[config.mk]
export PLATFORM = sky130hd
export DESIGN_NAME = sha1_stream_hasher_top_flat
export DESIGN_NICKNAME = d
export VERILOG_FILES = /design/src/hw/rtl/sha1sh_pkg.sv /design/src/hw/rtl/sha1sh_if.sv /design/src/hw/rtl/sha1_stream_hasher_top.sv /design/src/hw/rtl/sha1sh_ctrl.sv /design/src/hw/rtl/sha1sh_datapath.sv /design/src/flat_wrapper.sv
export VERILOG_INCLUDE_DIRS = /design/src /design/src/hw/rtl
export SDC_FILE = /design/constraint.sdc
export NUM_CORES = 2
export LEC_CHECK = 0
export ABC_AREA = 1
export BUFFER_PORTS_ARGS = -buffer_cell sky130_fd_sc_hd__buf_2
export CAP_MARGIN = 20
export CORE_MARGIN = 2
export CORE_UTILIZATION = 40
export CTS_BUF_LIST = sky130_fd_sc_hd__clkbuf_4
export CTS_CLUSTER_DIAMETER = 40
export DETAILED_ROUTE_END_ITERATION = 6
export PLACE_DENSITY_LB_ADDON = 0.1
export SYNTH_ARGS = -nofsm -noshare
export SYNTH_HDL_FRONTEND = slang
export SYNTH_SLANG_ARGS = --single-unit
[constraint.sdc]
create_clock -name clk_i -period 18.4 [get_ports clk_i]
set_input_delay 0 -clock clk_i [delete_from_list [all_inputs] [get_ports clk_i]]
set_output_delay 0 -clock clk_i [all_outputs]
set_load 0.05 [all_outputs]
[src/hw/rtl/sha1_stream_hasher_top_defines.svh]
// ----------------------------------------------------------------------------
// sha1_stream_hasher_top_defines.svh
// Assertion macros for the SHA-1 stream hasher.
// ----------------------------------------------------------------------------
`ifndef SHA1_STREAM_HASHER_TOP_DEFINES_SVH
`define SHA1_STREAM_HASHER_TOP_DEFINES_SVH
`ifndef SYNTHESIS
// same-cycle implication
`define SHA1SH_ASSERT_SAME(label, ante, cons) \
  label: assert property (@(posedge clk_i) disable iff (!rst_ni) (ante) |-> (cons)) \
    else $error("sha1sh: same-cycle check failed");
// next-cycle implication
`define SHA1SH_ASSERT_NEXT(label, ante, cons) \
  label: assert property (@(posedge clk_i) disable iff (!rst_ni) (ante) |=> (cons)) \
    else $error("sha1sh: next-cycle check failed");
`else
`define SHA1SH_ASSERT_SAME(label, ante, cons)
`define SHA1SH_ASSERT_NEXT(label, ante, cons)
`endif
`endif

[src/hw/rtl/sha1sh_pkg.sv]
// ----------------------------------------------------------------------------
// sha1sh_pkg
// Types, constants and command codes shared by the SHA-1 stream hasher.
// ----------------------------------------------------------------------------
`default_nettype none

package sha1sh_pkg;

  typedef logic [31:0] word_t;

  localparam word_t InitChain [5] = '{
    32'h67452301, 32'hEFCDAB89, 32'h98BADCFE, 32'h10325476, 32'hC3D2E1F0
  };

  localparam word_t RoundK0 = 32'h5A827999;
  localparam word_t RoundK1 = 32'h6ED9EBA1;
  localparam word_t RoundK2 = 32'h8F1BBCDC;
  localparam word_t RoundK3 = 32'hCA62C1D6;

  localparam logic [7:0] PadByte  = 8'h80;
  localparam logic [7:0] ZeroByte = 8'h00;

  localparam logic [5:0] FillFull = 6'd63;
  localparam logic [5:0] FillLen  = 6'd56;

  localparam logic [6:0] Round20   = 7'd20;
  localparam logic [6:0] Round40   = 7'd40;
  localparam logic [6:0] Round60   = 7'd60;
  localparam logic [6:0] RoundLast = 7'd79;

  localparam logic [2:0] WordLast = 3'd4;

  typedef enum logic [3:0] {
    OP_NONE,
    OP_MSG,
    OP_PAD80,
    OP_ZERO,
    OP_LEN,
    OP_LOAD,
    OP_ROUND,
    OP_ADD,
    OP_FINISH
  } op_e;

  typedef struct packed {
    op_e        op;
    logic       out_load;
    logic [2:0] word_sel;
  } cmd_t;

  typedef struct packed {
    logic fill_full;
    logic fill_len;
    logic last_round;
  } sts_t;

endpackage

`default_nettype wire

[src/hw/rtl/sha1sh_if.sv]
// ----------------------------------------------------------------------------
// sha1sh_if
// Valid/ready channels of the SHA-1 stream hasher: byte input, digest output.
// ----------------------------------------------------------------------------
`default_nettype none

interface sha1sh_in_if;
  logic       valid;
  logic       ready;
  logic [7:0] message_byte;
  logic       byte_present;
  logic       is_last;

  modport source (output valid, output message_byte, output byte_present,
                  output is_last, input ready);
  modport sink   (input valid, input message_byte, input byte_present,
                  input is_last, output ready);
endinterface

interface sha1sh_out_if;
  logic        valid;
  logic        ready;
  logic [31:0] digest_word;
  logic [2:0]  word_index;
  logic        last_word;

  modport source (output valid, output digest_word, output word_index,
                  output last_word, input ready);
  modport sink   (input valid, input digest_word, input word_index,
                  input last_word, output ready);
endinterface

`default_nettype wire

[src/hw/rtl/sha1_stream_hasher_top.sv]
// ----------------------------------------------------------------------------
// sha1_stream_hasher_top
// SHA-1 over a byte stream; emits the 160-bit digest as five 32-bit words.
// ----------------------------------------------------------------------------
// Usage:
//   msg_i carries one item per transfer: message_byte, byte_present, is_last.
//   dig_o carries the digest, word 0 first, big-endian words, last_word on 4.
//   Byte items are absorbed back to back until the 64th byte of a block,
//   which starts a compression (load, 80 rounds at one per cycle, chain add)
//   during which msg_i.ready is low. After an item with is_last, the 0x80
//   byte and zero padding shift in one byte per cycle and the 64-bit bit
//   count as a whole; one or two compressions run in all, then the five words
//   leave through an output register, one per cycle while dig_o.ready is high.
//   A stalled receiver holds the readout; msg_i.ready returns once the
//   fifth word is loaded, so the next message may start while it waits.
//   An item with neither byte nor last mark is taken and has no effect.
//   Reset loads the initial chaining value and clears the byte count; after
//   each digest the block returns to that state by itself.
// ----------------------------------------------------------------------------
`default_nettype none
`include "sha1_stream_hasher_top_defines.svh"

module sha1_stream_hasher_top import sha1sh_pkg::*; (
  input  logic clk_i,
  input  logic rst_ni,
  sha1sh_in_if.sink    msg_i,
  sha1sh_out_if.source dig_o
);

  cmd_t cmd;
  sts_t sts;
  logic in_ready;
  logic out_valid;

  sha1sh_ctrl u_ctrl (
    .clk_i        (clk_i),
    .rst_ni       (rst_ni),
    .in_valid_i   (msg_i.valid),
    .in_present_i (msg_i.byte_present),
    .in_last_i    (msg_i.is_last),
    .in_ready_o   (in_ready),
    .out_ready_i  (dig_o.ready),
    .out_valid_o  (out_valid),
    .sts_i        (sts),
    .cmd_o        (cmd)
  );

  sha1sh_datapath u_datapath (
    .clk_i         (clk_i),
    .rst_ni        (rst_ni),
    .cmd_i         (cmd),
    .msg_byte_i    (msg_i.message_byte),
    .sts_o         (sts),
    .digest_word_o (dig_o.digest_word),
    .word_index_o  (dig_o.word_index),
    .last_word_o   (dig_o.last_word)
  );

  assign msg_i.ready = in_ready;
  assign dig_o.valid = out_valid;

  `SHA1SH_ASSERT_NEXT(a_last_busy, msg_i.valid && in_ready && msg_i.is_last, !in_ready)
  `SHA1SH_ASSERT_NEXT(a_round_add, cmd.op == OP_ROUND && sts.last_round, cmd.op == OP_ADD)
  `SHA1SH_ASSERT_SAME(a_last_word, out_valid && dig_o.last_word, dig_o.word_index == WordLast)
  `SHA1SH_ASSERT_NEXT(a_finish_idle, cmd.op == OP_FINISH, in_ready)

endmodule

`default_nettype wire

[src/hw/rtl/sha1sh_ctrl.sv]
// ----------------------------------------------------------------------------
// sha1sh_ctrl
// Sequencer: byte intake, padding, compression rounds and digest readout.
// ----------------------------------------------------------------------------
`default_nettype none

module sha1sh_ctrl import sha1sh_pkg::*; (
  input  logic clk_i,
  input  logic rst_ni,
  input  logic in_valid_i,
  input  logic in_present_i,
  input  logic in_last_i,
  output logic in_ready_o,
  input  logic out_ready_i,
  output logic out_valid_o,
  input  sts_t sts_i,
  output cmd_t cmd_o
);

  localparam logic [2:0] S_IDLE  = 3'd0;
  localparam logic [2:0] S_PAD   = 3'd1;
  localparam logic [2:0] S_ZERO  = 3'd2;
  localparam logic [2:0] S_LEN   = 3'd3;
  localparam logic [2:0] S_LOAD  = 3'd4;
  localparam logic [2:0] S_ROUND = 3'd5;
  localparam logic [2:0] S_ADD   = 3'd6;
  localparam logic [2:0] S_EMIT  = 3'd7;

  localparam logic [1:0] RetIdle = 2'd0;
  localparam logic [1:0] RetPad  = 2'd1;
  localparam logic [1:0] RetZero = 2'd2;
  localparam logic [1:0] RetEmit = 2'd3;

  logic [2:0] state_q, state_d;
  logic [1:0] ret_q, ret_d;
  logic [2:0] idx_q, idx_d;
  logic       out_valid_q, out_valid_d;

  assign in_ready_o  = (state_q == S_IDLE);
  assign out_valid_o = out_valid_q;

  always_comb begin
    state_d         = state_q;
    ret_d           = ret_q;
    idx_d           = idx_q;
    out_valid_d     = out_valid_q && !out_ready_i;
    cmd_o.op        = OP_NONE;
    cmd_o.out_load  = 1'b0;
    cmd_o.word_sel  = idx_q;
    case (state_q)
      S_IDLE: begin
        if (in_valid_i) begin
          if (in_present_i) begin
            cmd_o.op = OP_MSG;
          end
          if (in_present_i && sts_i.fill_full) begin
            state_d = S_LOAD;
            ret_d   = in_last_i ? RetPad : RetIdle;
          end else if (in_last_i) begin
            state_d = S_PAD;
          end
        end
      end
      S_PAD: begin
        cmd_o.op = OP_PAD80;
        if (sts_i.fill_full) begin
          state_d = S_LOAD;
          ret_d   = RetZero;
        end else begin
          state_d = S_ZERO;
        end
      end
      S_ZERO: begin
        if (sts_i.fill_len) begin
          state_d = S_LEN;
        end else begin
          cmd_o.op = OP_ZERO;
          if (sts_i.fill_full) begin
            state_d = S_LOAD;
            ret_d   = RetZero;
          end
        end
      end
      S_LEN: begin
        cmd_o.op = OP_LEN;
        state_d  = S_LOAD;
        ret_d    = RetEmit;
      end
      S_LOAD: begin
        cmd_o.op = OP_LOAD;
        state_d  = S_ROUND;
      end
      S_ROUND: begin
        cmd_o.op = OP_ROUND;
        if (sts_i.last_round) begin
          state_d = S_ADD;
        end
      end
      S_ADD: begin
        cmd_o.op = OP_ADD;
        case (ret_q)
          RetIdle: state_d = S_IDLE;
          RetPad:  state_d = S_PAD;
          RetZero: state_d = S_ZERO;
          RetEmit: begin
            idx_d   = 3'd0;
            state_d = S_EMIT;
          end
          default: state_d = S_IDLE;
        endcase
      end
      S_EMIT: begin
        if (!out_valid_q || out_ready_i) begin
          cmd_o.out_load = 1'b1;
          out_valid_d    = 1'b1;
          if (idx_q == WordLast) begin
            cmd_o.op = OP_FINISH;
            state_d  = S_IDLE;
          end else begin
            idx_d = idx_q + 3'd1;
          end
        end
      end
      default: state_d = S_IDLE;
    endcase
  end

  always_ff @(posedge clk_i or negedge rst_ni) begin
    if (!rst_ni) begin
      state_q     <= S_IDLE;
      ret_q       <= RetIdle;
      idx_q       <= 3'd0;
      out_valid_q <= 1'b0;
    end else begin
      state_q     <= state_d;
      ret_q       <= ret_d;
      idx_q       <= idx_d;
      out_valid_q <= out_valid_d;
    end
  end

endmodule

`default_nettype wire

[src/hw/rtl/sha1sh_datapath.sv]
// ----------------------------------------------------------------------------
// sha1sh_datapath
// Block shift buffer, message schedule, round logic, chaining words, counters.
// ----------------------------------------------------------------------------
`default_nettype none

module sha1sh_datapath import sha1sh_pkg::*; (
  input  logic        clk_i,
  input  logic        rst_ni,
  input  cmd_t        cmd_i,
  input  logic [7:0]  msg_byte_i,
  output sts_t        sts_o,
  output logic [31:0] digest_word_o,
  output logic [2:0]  word_index_o,
  output logic        last_word_o
);

  word_t        chain_q [5];
  word_t        work_q  [5];
  logic [511:0] blk_q, blk_d;
  logic [60:0]  cnt_q;
  logic [5:0]   fill_q;
  logic [6:0]   round_q;
  word_t        out_word_q;
  logic [2:0]   out_idx_q;
  logic         out_last_q;

  word_t w0, w2, w8, w13, wx, wnew;
  word_t f_val, k_val, t_val;

  // window slot j holds w[t+j]
  assign w0   = blk_q[511:480];
  assign w2   = blk_q[447:416];
  assign w8   = blk_q[255:224];
  assign w13  = blk_q[95:64];
  assign wx   = w13 ^ w8 ^ w2 ^ w0;
  assign wnew = {wx[30:0], wx[31]};

  always_comb begin
    if (round_q < Round20) begin
      f_val = (work_q[1] & work_q[2]) | (~work_q[1] & work_q[3]);
      k_val = RoundK0;
    end else if (round_q < Round40) begin
      f_val = work_q[1] ^ work_q[2] ^ work_q[3];
      k_val = RoundK1;
    end else if (round_q < Round60) begin
      f_val = (work_q[1] & work_q[2]) | (work_q[1] & work_q[3]) |
              (work_q[2] & work_q[3]);
      k_val = RoundK2;
    end else begin
      f_val = work_q[1] ^ work_q[2] ^ work_q[3];
      k_val = RoundK3;
    end
  end

  assign t_val = {work_q[0][26:0], work_q[0][31:27]} + f_val + work_q[4] + k_val + w0;

  always_comb begin
    case (cmd_i.op)
      OP_MSG:   blk_d = {blk_q[503:0], msg_byte_i};
      OP_PAD80: blk_d = {blk_q[503:0], PadByte};
      OP_ZERO:  blk_d = {blk_q[503:0], ZeroByte};
      OP_LEN:   blk_d = {blk_q[447:0], cnt_q, 3'b000};
      OP_ROUND: blk_d = {blk_q[479:0], wnew};
      default:  blk_d = blk_q;
    endcase
  end

  always_ff @(posedge clk_i) begin
    blk_q <= blk_d;
    if (cmd_i.out_load) begin
      out_word_q <= chain_q[cmd_i.word_sel];
      out_idx_q  <= cmd_i.word_sel;
      out_last_q <= (cmd_i.word_sel == WordLast);
    end
  end

  always_ff @(posedge clk_i or negedge rst_ni) begin
    if (!rst_ni) begin
      for (int i = 0; i < 5; i++) begin
        chain_q[i] <= InitChain[i];
        work_q[i]  <= '0;
      end
      cnt_q   <= '0;
      fill_q  <= '0;
      round_q <= '0;
    end else begin
      case (cmd_i.op)
        OP_MSG: begin
          cnt_q  <= cnt_q + 61'd1;
          fill_q <= fill_q + 6'd1;
        end
        OP_PAD80, OP_ZERO: begin
          fill_q <= fill_q + 6'd1;
        end
        OP_LEN: begin
          fill_q <= '0;
        end
        OP_LOAD: begin
          for (int i = 0; i < 5; i++) begin
            work_q[i] <= chain_q[i];
          end
          round_q <= '0;
        end
        OP_ROUND: begin
          work_q[0] <= t_val;
          work_q[1] <= work_q[0];
          work_q[2] <= {work_q[1][1:0], work_q[1][31:2]};
          work_q[3] <= work_q[2];
          work_q[4] <= work_q[3];
          round_q   <= (round_q == RoundLast) ? 7'd0 : round_q + 7'd1;
        end
        OP_ADD: begin
          for (int i = 0; i < 5; i++) begin
            chain_q[i] <= chain_q[i] + work_q[i];
          end
        end
        OP_FINISH: begin
          for (int i = 0; i < 5; i++) begin
            chain_q[i] <= InitChain[i];
          end
          cnt_q  <= '0;
          fill_q <= '0;
        end
        default: begin
        end
      endcase
    end
  end

  assign sts_o.fill_full  = (fill_q == FillFull);
  assign sts_o.fill_len   = (fill_q == FillLen);
  assign sts_o.last_round = (round_q == RoundLast);

  assign digest_word_o = out_word_q;
  assign word_index_o  = out_idx_q;
  assign last_word_o   = out_last_q;

endmodule

`default_nettype wire
[src/flat_wrapper.sv]
// flat-port wrapper written by rule: the top's interface ports become plain ports
module sha1_stream_hasher_top_flat import sha1sh_pkg::*;
  (clk_i, rst_ni, msg_i_valid, msg_i_message_byte, msg_i_byte_present, msg_i_is_last, msg_i_ready, dig_o_valid, dig_o_digest_word, dig_o_word_index, dig_o_last_word, dig_o_ready);
  sha1sh_in_if msg_i_i ();
  sha1sh_out_if dig_o_i ();
  input  logic clk_i;
  input  logic rst_ni;
  input wire logic [$bits(msg_i_i.valid)-1:0] msg_i_valid;
  input wire logic [$bits(msg_i_i.message_byte)-1:0] msg_i_message_byte;
  input wire logic [$bits(msg_i_i.byte_present)-1:0] msg_i_byte_present;
  input wire logic [$bits(msg_i_i.is_last)-1:0] msg_i_is_last;
  output wire logic [$bits(msg_i_i.ready)-1:0] msg_i_ready;
  output wire logic [$bits(dig_o_i.valid)-1:0] dig_o_valid;
  output wire logic [$bits(dig_o_i.digest_word)-1:0] dig_o_digest_word;
  output wire logic [$bits(dig_o_i.word_index)-1:0] dig_o_word_index;
  output wire logic [$bits(dig_o_i.last_word)-1:0] dig_o_last_word;
  input wire logic [$bits(dig_o_i.ready)-1:0] dig_o_ready;
  assign msg_i_i.valid = msg_i_valid;
  assign msg_i_i.message_byte = msg_i_message_byte;
  assign msg_i_i.byte_present = msg_i_byte_present;
  assign msg_i_i.is_last = msg_i_is_last;
  assign msg_i_ready = msg_i_i.ready;
  assign dig_o_valid = dig_o_i.valid;
  assign dig_o_digest_word = dig_o_i.digest_word;
  assign dig_o_word_index = dig_o_i.word_index;
  assign dig_o_last_word = dig_o_i.last_word;
  assign dig_o_i.ready = dig_o_ready;
  sha1_stream_hasher_top u_core (.clk_i(clk_i), .rst_ni(rst_ni), .msg_i(msg_i_i), .dig_o(dig_o_i));
endmodule
==> flow_metrics.tcl <==
set metrics [dict create \
    rows 144 \
    min_path_type "in2reg" \
    yosys.area.top_type "edfxtp_1" \
    syn_area_um2 62200 \
    vias 56160 \
    fin_setup_tns_ps 0 \
    dominantRegCellSynth "edfxtp_1" \
    critPathTopFamily "simple AND/OR/NAND/NOR gates" \
    finalHoldViolCount 0 \
    required_ps 19630 \
    worstReg2RegEnd "u_core.u_datapath.work_q[159]$_DFFE_PN0P_" \
    synth_most_common_cell "nand2_1" \
    worstSetupPathType "reg2reg" \
    gp_congestion 1.04 \
    io-pin-count 52 \
    critPathMostFrequentCell "nand2_1" \
    coreArea_um2 154000 \
    die_x_um 398 \
    cts.path.max_buffers 4 \
    tightest_slew_ps 1200 \
    vias_per_cell 5.64 \
    synthTopCellsByCount "1698 x nand2_1, 1344 x inv_1, 548 x edfxtp_1" \
    place_hpwl_um 181000 \
    period_share_pct 33.3 \
    cts.clk_slew.worst_paths_ps 60 \
    cts.htree.levels 5 \
    slowest_stage "nor3_1" \
    hold_buffers 32 \
    slowest_delay_ps 590 \
    drtIter0Drc 5212 \
    clk_latency_ps 1370 \
    layout_setup_ws_ps 12280 \
    rsz0062_at_grt "false" \
    worstReg2RegStart "u_core.u_datapath.round_q[3]$_DFFE_PN0P_" \
    cts-buffers-inserted 307 \
    area_growth_pct 9.70 \
    whs_ps 133 \
    drive_gt1_share_pct 9.49 \
    synthCells 7570 \
    r2r_slack_ps 12280 \
    max_freq_mhz 163 \
    wl_per_cell_um 24.6 \
    tritoncts "built" \
    rr_worst_depth 24 \
    wl_um 245000 \
    setup_viol 0 \
    ys_seq_area_share_pct 42.8 \
    die_h_um 398 \
    synth_seq_cells 951 \
    synth_area_per_cell_um2 8.22 \
    place_ws_ps 12340 \
    grt_pass1_wl_um 361000 \
    overflow 0 \
    crit_cells 24 \
    timing.critical_path.to "u_core.u_datapath.work_q[159]$_DFFE_PN0P_" \
    end_kind "flip-flop" \
    clk_root_buffer_cell "clkbuf_4" \
    period_needed_ps 6120 \
    drc 0 \
    synth_top_cell_area_share_pct 26.4 \
    post_cts_buffers 0 \
    cts_resized 0 \
    synthArstFlopShare_pct 42.4 \
    start_util_pct 40.4 \
    relSlewSlack_pct 19.8 \
    maxCapViolations 0 \
    final_antenna_net_count 0 \
    fillerInstances 15797 \
    status "finished, final reports clean" \
    utilization_pct 44.3 \
    grt_pass1_vias 55179 \
    drt_pass1_iterations 6 \
    grt_max_degree 239 \
    dieArea_um2 159000 \
    critPathBufInv 5 \
    antenna_found_initial 11 \
    syn_nets 7908 \
    ys_types 57 \
    startpoint "u_core.u_datapath.round_q[3]$_DFFE_PN0P_" \
    crit_fanout 17 \
    startpoint_type "flip-flop" \
    drv_slew 0 \
    numClockSinks 951 \
    finClkSkew_ps 123 \
    track_usage_pct 30.5 \
    synth_edf_count 548 \
    cp_data_arrival_time_ps 7350 \
    cp_cell_sequence "nand2_1, nand2_1, nand2_1, nand2_2, inv_1, buf_4, nor2_2, inv_2, nor2_1, nor3_1, fa_1, fa_1, inv_1, ha_1, inv_1, o21bai_1, a21boi_0, nand2_1, a21oi_1, nand2_1, nand3_1, nand3_1, nand2_1, nand2_1" \
    synth.area.top_cells "edfxtp_1 26%, dfrtp_1 13%, nand2_1 10%" \
    yosys_warnings 0 \
    io_buffers 51 \
    final_nets 8026 \
]
[worst register-to-register path, cell delays in order (launching register included)]
cell and delay (ps):
dfrtp_1 440, nand2_1 150, nand2_1 60, nand2_1 520
nand2_2 500, inv_1 390, buf_4 280, nor2_2 100
inv_2 300, nor2_1 80, nor3_1 590, fa_1 560
fa_1 520, inv_1 40, ha_1 360, inv_1 110
o21bai_1 130, a21boi_0 270, nand2_1 90, a21oi_1 110
nand2_1 100, nand3_1 90, nand3_1 80, nand2_1 90
nand2_1 50
[layout make-up]
type | count | area [µm²] | share of cell area [%]
inverter | 1364 | 5130 | 7.51
clock inverter | 71 | 383 | 0.561
timing repair buffer | 137 | 1090 | 1.60
clock buffer | 456 | 3420 | 5.01
antenna | 11 | 27.5 | 0.0403
multi-input combinational | 4927 | 29000 | 42.5
tap | 2044 | 2560 | 3.75
sequential | 951 | 26600 | 39.0
[per-stage QoR]
stage               area (µm²)  instances
floorplan                62200       7570
global placement         64100       9390
detailed placement       64100       9390
CTS                      68200       9949
global route             68300       9959
finish                   68300       9961
[kinds of logic (layout without fill, tap and decap cells)]
| group | Yosys count | after routing | synth area share, % |
|---|---|---|---|
| adder cells (fa/ha/maj) | 324 | 324 | 8.02 |
| other | 0 | 11 | 0 |
| buffers and inverters | 1692 | 2028 | 10.7 |
| AND/OR/NAND/NOR | 2737 | 2737 | 18.2 |
| flip-flops | 951 | 951 | 42.8 |
| XOR/XNOR | 157 | 157 | 2.21 |
| AO/OA/AOI/OAI | 1709 | 1709 | 18.2 |
[state kept, by name (all words and copies together) (netlist names)]
signal / count
u_core.u_ctrl.idx_q: 3
u_core.u_ctrl.out_valid_o: 1
u_core.u_ctrl.ret_q: 2
u_core.u_ctrl.state_q: 3
u_core.u_datapath.blk_q: 512
u_core.u_datapath.chain_q: 160
u_core.u_datapath.cnt_q: 61
u_core.u_datapath.digest_word_o: 32
u_core.u_datapath.fill_q: 6
u_core.u_datapath.last_word_o: 1
u_core.u_datapath.round_q: 7
u_core.u_datapath.word_index_o: 3
u_core.u_datapath.work_q: 160
[placed cells by master, fill, tap and decap left out, drive strengths merged, types with 88 or more instances in the layout]
| master | netlist | layout |
|---|---|---|
| nand2 | 1705 | 1705 |
| inv | 1363 | 1369 |
| edfxtp | 548 | 548 |
| o221ai | 510 | 510 |
| o21ai | 502 | 502 |
| nor2 | 468 | 468 |
| clkbuf | 125 | 456 |
| nand3 | 333 | 333 |
| a21oi | 324 | 324 |
| dfrtp | 323 | 323 |
| ha | 199 | 199 |
| o211ai | 138 | 138 |
| fa | 125 | 125 |
| xor2 | 114 | 114 |
| buf | 203 | 106 |
| nand4 | 88 | 88 |
[metal layers]
metal	global-route usage (%)	wire, µm	up-vias
li1	-	-	26196
met1	38.9	102000	27433
met2	49.8	115000	2027
met3	5.38	15000	498
met4	15.1	12900	6
met5	0	36	-
[worst min path at each step]
stage / start / endpoint / slack (ps) / cells past startpoint
after detailed placement: rst_ni / u_core.u_datapath.chain_q[62]$_DFFE_PN0P_ / 100 / 1
after global routing: msg_i_message_byte[4] / u_core.u_datapath.blk_q[4]$_DFFE_PP_ / 70 / 5
after CTS: dig_o_ready / u_core.u_ctrl.out_valid_o$_DFF_PN0_ / 40 / 6
after global placement: rst_ni / u_core.u_datapath.chain_q[62]$_DFFE_PN0P_ / 100 / 1
final: msg_i_message_byte[4] / u_core.u_datapath.blk_q[4]$_DFFE_PP_ / 130 / 5
after floorplan: rst_ni / u_core.u_ctrl.idx_q[0]$_DFFE_PN0P_ / -300 / 0
Power is not shown: default switching activity piles up to over one toggle a cycle in this logic, so the estimate is an artifact.
